[src/period_window_median_macros.svh]
// Assertion macros used by the period window median RTL.
`ifndef PERIOD_WINDOW_MEDIAN_MACROS_SVH
`define PERIOD_WINDOW_MEDIAN_MACROS_SVH

`ifndef SYNTHESIS

// Same-cycle implication, checked on every rising edge outside reset.
`define PWM_ASSERT_NOW(lbl, ante, cons, msg) \
    lbl: assert property (@(posedge clk) disable iff (!rst_n) (ante) |-> (cons)) \
        else $error(msg);

// Next-cycle implication, checked on every rising edge outside reset.
`define PWM_ASSERT_NEXT(lbl, ante, cons, msg) \
    lbl: assert property (@(posedge clk) disable iff (!rst_n) (ante) |=> (cons)) \
        else $error(msg);

`else

`define PWM_ASSERT_NOW(lbl, ante, cons, msg)
`define PWM_ASSERT_NEXT(lbl, ante, cons, msg)

`endif

`endif

[src/pwm_pkg.sv]
// Package for the period window median block: sizes, sequencer states, status type.
`default_nettype none

package pwm_pkg;

    localparam int MAX_SAMPLES = 8;
    localparam int DATA_W      = 32;
    localparam int SCOUNT_W    = 4;
    localparam int CNT_W       = $clog2(MAX_SAMPLES + 1);
    localparam int ADDR_W      = (MAX_SAMPLES > 1) ? $clog2(MAX_SAMPLES) : 1;

    typedef enum logic [2:0] {
        ST_IDLE,
        ST_FETCH,
        ST_LOAD,
        ST_SCAN,
        ST_FINISH
    } pwm_state_t;

    typedef struct packed {
        logic idle;
        logic done;
    } pwm_status_t;

endpackage

`default_nettype wire

[src/pwm_sort_core.sv]
// Sample store and selection-sort sequencer with one shared comparator.
`default_nettype none
`include "period_window_median_macros.svh"

module pwm_sort_core (
    input  wire logic                         clk,
    input  wire logic                         rst_n,
    input  wire logic                         in_accept,
    input  wire logic [pwm_pkg::DATA_W-1:0]   period_us,
    input  wire logic                         last,
    input  wire logic                         out_hold,
    output pwm_pkg::pwm_status_t              status,
    output logic      [pwm_pkg::DATA_W-1:0]   median,
    output logic      [pwm_pkg::SCOUNT_W-1:0] count
);
    import pwm_pkg::*;

    pwm_state_t          state_reg, state_next;
    logic [CNT_W-1:0]    count_reg, count_next;
    logic [CNT_W-1:0]    n_reg, n_next;
    logic [CNT_W-1:0]    i_reg, i_next;
    logic [CNT_W-1:0]    j_reg, j_next;
    logic [DATA_W-1:0]   min_reg, min_next;
    logic [DATA_W-1:0]   lo_reg, lo_next;
    logic [DATA_W-1:0]   hi_reg, hi_next;
    logic [DATA_W-1:0]   rd_data_reg;

    logic [DATA_W-1:0]   sample_mem [MAX_SAMPLES];

    logic                wr_en;
    logic [ADDR_W-1:0]   wr_addr;
    logic [DATA_W-1:0]   wr_data;
    logic [ADDR_W-1:0]   rd_addr;

    logic [CNT_W-1:0]    mid;
    logic                has_room;
    logic                is_less;
    logic [DATA_W-1:0]   scan_min;
    logic                load_end;
    logic                scan_end;
    logic                pass_end;
    logic                final_pass;
    logic [DATA_W:0]     pair_sum;

    assign mid        = n_reg >> 1;
    assign has_room   = count_reg < CNT_W'(MAX_SAMPLES);
    assign is_less    = rd_data_reg < min_reg;
    assign scan_min   = is_less ? rd_data_reg : min_reg;
    assign load_end   = (i_reg + CNT_W'(1)) >= n_reg;
    assign scan_end   = (j_reg + CNT_W'(1)) == n_reg;
    assign pass_end   = ((state_reg == ST_LOAD) && load_end)
                     || ((state_reg == ST_SCAN) && scan_end);
    assign final_pass = i_reg == mid;
    assign pair_sum   = {1'b0, lo_reg} + {1'b0, hi_reg};

    // Next state.
    always_comb
    begin
        state_next = state_reg;
        case (state_reg)
            ST_IDLE:
            begin
                if (in_accept && last)
                begin
                    state_next = ST_FETCH;
                end
            end
            ST_FETCH:
            begin
                state_next = ST_LOAD;
            end
            ST_LOAD, ST_SCAN:
            begin
                if (pass_end)
                begin
                    state_next = final_pass ? ST_FINISH : ST_FETCH;
                end
                else
                begin
                    state_next = ST_SCAN;
                end
            end
            ST_FINISH:
            begin
                if (!out_hold)
                begin
                    state_next = ST_IDLE;
                end
            end
            default:
            begin
                state_next = ST_IDLE;
            end
        endcase
    end

    // Datapath control and outputs.
    always_comb
    begin
        count_next  = count_reg;
        n_next      = n_reg;
        i_next      = i_reg;
        j_next      = j_reg;
        min_next    = min_reg;
        lo_next     = lo_reg;
        hi_next     = hi_reg;
        wr_en       = 1'b0;
        wr_addr     = count_reg[ADDR_W-1:0];
        wr_data     = period_us;
        rd_addr     = i_reg[ADDR_W-1:0];
        status.idle = 1'b0;
        status.done = 1'b0;

        case (state_reg)
            ST_IDLE:
            begin
                status.idle = 1'b1;
                if (in_accept)
                begin
                    if (has_room)
                    begin
                        wr_en      = 1'b1;
                        count_next = count_reg + CNT_W'(1);
                    end
                    if (last)
                    begin
                        n_next     = has_room ? count_reg + CNT_W'(1) : count_reg;
                        count_next = '0;
                        i_next     = '0;
                    end
                end
            end
            ST_FETCH:
            begin
                rd_addr = i_reg[ADDR_W-1:0];
            end
            ST_LOAD:
            begin
                // The first unsorted entry seeds the running minimum.
                min_next = rd_data_reg;
                j_next   = i_reg + CNT_W'(1);
                rd_addr  = j_next[ADDR_W-1:0];
            end
            ST_SCAN:
            begin
                // A smaller entry takes the minimum's place; the old minimum
                // goes back into its slot so no value is lost.
                min_next = scan_min;
                if (is_less)
                begin
                    wr_en   = 1'b1;
                    wr_addr = j_reg[ADDR_W-1:0];
                    wr_data = min_reg;
                end
                j_next  = j_reg + CNT_W'(1);
                rd_addr = j_next[ADDR_W-1:0];
            end
            ST_FINISH:
            begin
                status.done = !out_hold;
            end
            default:
            begin
            end
        endcase

        if (pass_end)
        begin
            if (!n_reg[0] && (i_reg + CNT_W'(1)) == mid)
            begin
                lo_next = min_next;
            end
            if (final_pass)
            begin
                hi_next = min_next;
            end
            else
            begin
                i_next = i_reg + CNT_W'(1);
            end
        end
    end

    assign median = n_reg[0] ? hi_reg : pair_sum[DATA_W:1];
    assign count  = SCOUNT_W'(n_reg);

    always_ff @(posedge clk or negedge rst_n)
    begin
        if (!rst_n)
        begin
            state_reg <= ST_IDLE;
            count_reg <= '0;
            n_reg     <= '0;
            i_reg     <= '0;
            j_reg     <= '0;
        end
        else
        begin
            state_reg <= state_next;
            count_reg <= count_next;
            n_reg     <= n_next;
            i_reg     <= i_next;
            j_reg     <= j_next;
        end
    end

    always_ff @(posedge clk)
    begin
        min_reg <= min_next;
        lo_reg  <= lo_next;
        hi_reg  <= hi_next;
    end

    always_ff @(posedge clk)
    begin
        if (wr_en)
        begin
            sample_mem[wr_addr] <= wr_data;
        end
        rd_data_reg <= sample_mem[rd_addr];
    end

    `PWM_ASSERT_NOW(a_count_bound, 1'b1, count_reg <= CNT_W'(MAX_SAMPLES), "store count overflow")
    `PWM_ASSERT_NOW(a_sort_nonempty, state_reg != ST_IDLE, n_reg != '0 && i_reg <= mid, "sort out of range")
    `PWM_ASSERT_NOW(a_scan_window, state_reg == ST_SCAN, j_reg > i_reg && j_reg < n_reg, "scan index out of window")
    `PWM_ASSERT_NEXT(a_done_to_idle, status.done, state_reg == ST_IDLE, "no return to idle after result")
    `PWM_ASSERT_NEXT(a_last_starts_sort, status.idle && in_accept && last, state_reg == ST_FETCH && count_reg == '0, "marked item did not start sort")

endmodule

`default_nettype wire

[src/period_window_median.sv]
// Period window median: loads up to MAX_SAMPLES periods per set, then sorts and reports the median.
//
// Each input item taken while in_ready is high is written to the sample store; items beyond
// MAX_SAMPLES in a set are dropped. After the item marked last, in_ready stays low while a
// selection sort runs on one shared comparator over the store's single read port, stopping
// once the middle position is settled. The result sits in an output register, and a new set
// may start loading while it waits to be taken.
`default_nettype none

module period_window_median (
    input  wire logic                         clk,
    input  wire logic                         rst_n,
    input  wire logic                         in_valid,
    output logic                              in_ready,
    input  wire logic [pwm_pkg::DATA_W-1:0]   period_us,
    input  wire logic                         last,
    output logic                              out_valid,
    input  wire logic                         out_ready,
    output logic      [pwm_pkg::DATA_W-1:0]   median_us,
    output logic      [pwm_pkg::SCOUNT_W-1:0] sample_count
);
    import pwm_pkg::*;

    pwm_status_t           status;
    logic [DATA_W-1:0]     core_median;
    logic [SCOUNT_W-1:0]   core_count;
    logic                  out_hold;

    logic                  out_valid_reg, out_valid_next;
    logic [DATA_W-1:0]     median_reg;
    logic [SCOUNT_W-1:0]   sample_count_reg;

    assign in_ready = status.idle;
    assign out_hold = out_valid_reg && !out_ready;

    pwm_sort_core u_core (
        .clk       (clk),
        .rst_n     (rst_n),
        .in_accept (in_valid && status.idle),
        .period_us (period_us),
        .last      (last),
        .out_hold  (out_hold),
        .status    (status),
        .median    (core_median),
        .count     (core_count)
    );

    always_comb
    begin
        out_valid_next = out_valid_reg;
        if (status.done)
        begin
            out_valid_next = 1'b1;
        end
        else if (out_ready)
        begin
            out_valid_next = 1'b0;
        end
    end

    always_ff @(posedge clk or negedge rst_n)
    begin
        if (!rst_n)
        begin
            out_valid_reg <= 1'b0;
        end
        else
        begin
            out_valid_reg <= out_valid_next;
        end
    end

    always_ff @(posedge clk)
    begin
        if (status.done)
        begin
            median_reg       <= core_median;
            sample_count_reg <= core_count;
        end
    end

    assign out_valid    = out_valid_reg;
    assign median_us    = median_reg;
    assign sample_count = sample_count_reg;

endmodule

`default_nettype wire

[config.mk]
export PLATFORM = sky130hd
export DESIGN_NAME = period_window_median
export DESIGN_NICKNAME = d
export VERILOG_FILES = /design/src/pwm_pkg.sv /design/src/pwm_sort_core.sv /design/src/period_window_median.sv
export VERILOG_INCLUDE_DIRS = /design/src /design/src/src
export SDC_FILE = /design/constraint.sdc
export NUM_CORES = 1
export LEC_CHECK = 0
export ABC_CLOCK_PERIOD_IN_PS = 5600
export BUFFER_PORTS_ARGS = -buffer_cell sky130_fd_sc_hd__clkbuf_2
export CORE_UTILIZATION = 55
export CTS_CLUSTER_DIAMETER = 100
export DETAILED_ROUTE_END_ITERATION = 12
export GPL_TIMING_DRIVEN = 0
export HOLD_SLACK_MARGIN = 0.06
export PLACE_DENSITY = 0.81
export SYNTH_ARGS = -nofsm -noshare
export SYNTH_HDL_FRONTEND = slang
export SYNTH_SLANG_ARGS = --single-unit
[constraint.sdc]
create_clock -name clk -period 5.6 [get_ports clk]
set_clock_uncertainty 0.1 [all_clocks]
set_input_delay 1.12 -clock clk [delete_from_list [all_inputs] [get_ports clk]]
set_output_delay 1.12 -clock clk [all_outputs]
set_load 0.05 [all_outputs]
Yosys cells after proc, flatten, opt, wreduce, memory -nomap -nowiden:

Memory sizes are Yosys's and may differ from the RTL's. A register that Yosys moved wholly into a read port is not among the register bits.
Index checks and enable logic that the tools add are counted.

* register bits after elaboration: 152
* bits in latches: 0
* bits in writable memories: 256
* bits in read-only memories: 0
* bits of input ports: 37
* output and inout port bits: 38
* word-level logic and storage cells: 78
* memories: 1

Memory list
* u_core.sample_mem: depth 8, bits a word 32, rd ports 1, clocked after memory_dff 1, write ports 1, RTL line pwm_sort_core.sv:28 `logic [DATA_W-1:0] sample_mem [MAX_SAMPLES];`

* $add $sub $neg: 4
* multiply operators: 0
* divide/modulo/power cells: 0
* magnitude comparators: 3
* equal/unequal tests: 9
* shifts and indexed selects: 0
* multiplexer cells: 31
* bitwise logic cells: 0
* reduce and logical (&&, ||, !) cells: 19

Operator list (count)
* $mux W32: 4
* $pmux W32 S2: 1
* $add A32 B32 Y33: 1
* $lt A32 B32 Y1: 1
* $mux W4: 7
* $mux W3: 6
* $add A4 B1 Y4 const B: 3
* $pmux W3 S4: 1
* $mux W1: 9
* $eq A4 B3 Y1: 2
* $pmux W4 S2: 1
* $reduce_and A2 Y1: 4
* $eq A3 B2 Y1 const B: 2
* $logic_and A1 B1 Y1: 6
* $pmux W3 S2: 1
* $eq A4 B4 Y1: 1
* $ge A4 B4 Y1: 1
* $lt A4 B4 Y1 const B: 1
* $reduce_bool A2 Y1: 2
* $eq A3 B1 Y1 const B: 1
* $eq A3 B3 Y1 const B: 1
* $logic_not A1 Y1: 3
* $logic_not A3 Y1: 1
* $reduce_and A3 Y1: 1
* 5 further kinds: 5

Longest topological paths before layout:

* word-level depth: 7
* gate-level depth with buffers: 11
* gate-level depth less buffers: 10

Hierarchy:

From an unflattened synthesis, not the netlist that was laid out.

* cell total of the unflattened synthesis: 1185
* area total of the unflattened synthesis: 18775.5 µm²

Modules (own cells, without submodules)
* pwm_sort_core: instances 1, cells each 1145, area each 17643.2 µm², seq. area each 11365.9 µm²
* period_window_median: instances 1, cells each 40, area each 1132.3 µm², seq. area each 1106.1 µm²

Least setup slack after synthesis:

Ideal clock, no wire load.

* kind: register -> register
* start point: register u_core.i_reg[1]
* end point: register u_core.lo_reg[0], enable pin
* library setup time: 501 ps
* data arrival time: 4767 ps
* data required time: 4999 ps
* setup slack: 231 ps
* stages on the path, launching flop included: 8
* buffers on the path: 0
* clock period less this slack: 5369 ps
* cell sequence: dfrtp_1 -> ha_1 -> xor2_1 -> ha_1 -> nor2b_1 -> o21ai_0 -> a221o_1 -> nor4_1

* longest elaborated chain between the ends: 5
* elaborated cells on any way between the ends: 7
* classes of those cells: add/sub: 1; order compare: 1; eq/ne: 1; reduce/logical: 4

Ends and longest elaborated chain
* from (decl): RTL line pwm_sort_core.sv:21 `logic [CNT_W-1:0] i_reg, i_next;`
* from (signal assigned): RTL line pwm_sort_core.sv:202 `i_reg <= i_next;`
* $add A4 B1 Y4 *: RTL line pwm_sort_core.sv:49, pwm_sort_core.sv:169
* $ge A4 B4 Y1: RTL line pwm_sort_core.sv:49 `assign load_end = (i_reg + CNT_W'(1)) >= n_reg;`
* $logic_and A1 B1 Y1: RTL line pwm_sort_core.sv:51 `assign pass_end = ((state_reg == ST_LOAD) && load_end)`
* $logic_or A1 B1 Y1: RTL line pwm_sort_core.sv:52 `|| ((state_reg == ST_SCAN) && scan_end);`
* $reduce_and A2 Y1 (no line) *
* to (signal assigned): RTL line pwm_sort_core.sv:210 `lo_reg <= lo_next;`
* to (decl): RTL line pwm_sort_core.sv:24 `logic [DATA_W-1:0] lo_reg, lo_next;`

Mark *: on every way between the ends. The rest lies on a longest branch, timed or not.
A chain may end at the register's enable or synchronous reset.

Final worst setup path:

* start point: register u_core.min_reg[5]
* end point: memory u_core.sample_mem[6][26], data pin

* longest elaborated chain between the ends: 3

Ends and longest elaborated chain
* from (decl): RTL line pwm_sort_core.sv:23 `logic [DATA_W-1:0] min_reg, min_next;`
* from (signal assigned): RTL line pwm_sort_core.sv:209 `min_reg <= min_next;`
* $lt A32 B32 Y1: RTL line pwm_sort_core.sv:47 `assign is_less = rd_data_reg < min_reg;`
* $mux W32: RTL line pwm_sort_core.sv:149 `if (is_less)`
* $mux W32: RTL line pwm_sort_core.sv:114 `case (state_reg)`
* named net u_core.wr_data[26]: RTL line pwm_sort_core.sv:32 `logic [DATA_W-1:0] wr_data;`
* to (decl): RTL line pwm_sort_core.sv:28

The timed path passes the listed nets, and every way through them passes these cells.

==> out/qor.yml <==
synth_adder_area_share_pct: 4.61
netlist_area_sq_um: 19200
ff2ff_setup_slack_ns: 1.45
clock_latency_ns: 0.58
synth-simple-area-share_pct: 14.8
worst-path-max-fanout: 10
layout.nets: 1881
place_inst: 2175
finalWeightedCongestion: 0.937
setup_violations: 0
slew_headroom_pct: 17.3
avgRoutedWirePerCell_um: 20.6
dr.pass1.iters: 7
synth_seq_cells: 440
dieHeight_um: 189
grt_usage_pct: 26.5
finalCritPeriodShare_pct: 74.2
slew_viol_final: 0
cts_root_buf: "clkbuf_16"
synth_top_area_cell: "edfxtp_1"
rsz0062_at_grt: "false"
clk_path_buf_depth: 3
grt_pass1_vias: 13300
tightest_slew_ns: 1.24
dieArea_sq_um: 35600
ys.flop_type: "edfxtp_1"
cts_tree: "yes"
cts_hold_buf: 0
via_per_inst: 6.00
io_pins: 75
synth_fp_nets: 1739
cts_buffers: 45
postSynth.asyncResetShare_pct: 4.55
crit_arrival_ns: 4.27
synth.distinct_cells: 66
post_cts_resize_count: 0
drtAntennaViolNets: 0
std_cell_rows: 67
initial_core_util_pct: 56.6
overflow: 0
die_width_um: 189
hp-class: "in2async"
start_kind: "register"
outcome: "finished, final reports clean"
grt_pass1_wl_um: 72000
hold_viol: 0
area_growth_pct: 15.0
rr_startpoint: "u_core.min_reg[5]$_DFF_P_"
wirelength_um: 46600
synth_top_family_by_area: "simple AND/OR/NAND/NOR gates"
syn_avg_cell_area_sq_um: 11.7
final_cells: 2261
via_count: 13600
largest_reg_flops: 256
antenna_found_initial: 2
max_cap_violations: 0
synth-edff-count: 356
synth_top_cell_area_share_pct: 55.8
fin_crit_ns: 4.15
core_area_sq_um: 33900
nFillCells: 2404
synth_compound_area_share_pct: 8.62
drc: 0
max_freq_mhz: 241
path_clk_slew_ns: 0.06
drive_gt1_share_pct: 14.3
final_util_pct: 65.1
fin_setup_tns_ns: 0
r2r_end: "u_core.sample_mem[6][26]$_DFFE_PP_"
yosysSeqAreaShare_pct: 65.1
syn_inst: 1632
top_register: "u_core.sample_mem"
post-dp-hpwl_um: 31800
dp_worst_setup_slack_ns: 1.53
cts_sinks: 440
cts.htree.levels: 2
critPathCaptureType: "register"
cts_setup_buffers: 0
synth_mux_area_share_pct: 2.34
drt_iter0_drc: 1264
grt_max_degree: 37
crit_type: "reg2reg"
worstPathRequired_ns: 5.71
synth-xor-area-share_pct: 1.65
synth.area.top_cells: "edfxtp_1, nand2_1, dfxtp_1"
yosys_warnings: 0
portBuffers: 74
fin_ws_ns: 1.45
reg2reg_depth: 10
==> worst max-delay path, stage by stage, from the launching register on <==
cell      delay, ns
dfxtp_1        0.33
inv_1          0.09
ha_1           0.31
a21o_1         0.16
a221oi_1       0.30
o21ai_0        0.22
a31oi_1        0.38
o21ai_2        0.33
or2_4          0.36
clkbuf_1       0.26
o21ai_0        0.95
==> synth_stat cells, types with 5 or more instances <==
library cell  instances
nand2_1             364
edfxtp_1            356
nand3_1             174
o21ai_0             135
ha_1                 69
dfxtp_1              64
a21oi_1              47
inv_1                44
clkbuf_1             38
buf_2                36
mux2_2               34
nor2_1               27
dfrtp_1              20
o21ai_1              20
a21o_1               19
xnor2_1              19
xor2_1               17
nor3_1               14
nand4_1              12
nand2b_1              9
o31ai_1               8
and2_1                6
and3_1                6
nor2b_1               6
o21a_1                6
buf_1                 5
mux2i_1               5
nor3b_1               5
==> stage by stage <==
| step | hold WS, ns | cell area, sq um |
|---|---|---|
| 2_1_floorplan | 0.372 | 19200 |
| 5_1_grt | 0.435 | 22000 |
| 3_3_place_gp | 0.401 | 20100 |
| 4_1_cts | 0.420 | 22000 |
| 6_report | 0.421 | 22000 |
| 3_5_place_dp | 0.409 | 20500 |
==> final cells by class <==
class	count	area (sq um)	area share [%]
antenna	2	5.00	0.0227
sequential	440	12500	56.6
clock inverter	15	125	0.568
tap	448	561	2.54
multi-input combinational	1064	6250	28.4
buffer	84	392	1.78
timing repair buffer	95	707	3.21
clock buffer	69	1360	6.18
inverter	44	165	0.750
==> how the worst max path moves through the flow <==
| stage | start | endpoint | slack, ns | depth (start not counted) |
|---|---|---|---|---|
| CTS | u_core.min_reg[17]$_DFF_P_ | u_core.sample_mem[6][26]$_DFFE_PP_ | 1.53 | 11 |
| finish | u_core.min_reg[5]$_DFF_P_ | u_core.sample_mem[6][26]$_DFFE_PP_ | 1.45 | 10 |
| detailed placement | u_core.min_reg[17]$_DFF_P_ | u_core.sample_mem[4][26]$_DFFE_PP_ | 1.53 | 11 |
| global route | u_core.min_reg[6]$_DFF_P_ | u_core.sample_mem[6][26]$_DFFE_PP_ | 1.30 | 10 |
| floorplan | u_core.i_reg[1]$_DFF_PN0_ | u_core.lo_reg[0]$_DFFE_PP_ | 0.23 | 7 |
| global placement | u_core.min_reg[17]$_DFF_P_ | u_core.sample_mem[6][8]$_DFFE_PP_ | -2.32 | 11 |
==> kinds of logic after synthesis <==
kind of cell | after synthesis
and+or+nand+nor | 640
DFF | 440
AOI/OAI and AO/OA | 278
buffers and inverters | 128
adders and majority gates | 70
muxes | 40
xor gates and xnor gates | 36
==> metal layers <==
metal | GRT usage (%) | vias to the layer above | share of wire, %
li1 | - | 6193 | -
met1 | 34.0 | 6467 | 39
met2 | 44.0 | 768 | 48
met3 | 4.90 | 143 | 9.6
met4 | 11.7 | 0 | 3.6
met5 | 0 | - | 0
==> placed cells by master (no fill, tap or decap), types with 7 or more instances in the layout <==
cell,synthesis,routed
nand2_1,364,364
edfxtp_1,356,356
nand3_1,174,174
o21ai_0,135,135
clkbuf_2,1,75
ha_1,69,69
dfxtp_1,64,64
clkbuf_1,38,52
clkbuf_16,0,49
a21oi_1,47,47
inv_1,44,44
buf_2,36,36
mux2_2,34,34
nor2_1,27,27
o21ai_1,20,20
dfrtp_1,20,20
xnor2_1,19,19
a21o_1,19,19
xor2_1,17,17
nor3_1,14,14
nand4_1,12,12
nand2b_1,9,9
buf_6,4,9
buf_8,0,8
clkinv_2,0,7
Power is left out: the tool's default activity adds up to more than one toggle a clock period on the data nets, which glitch-free logic cannot reach.
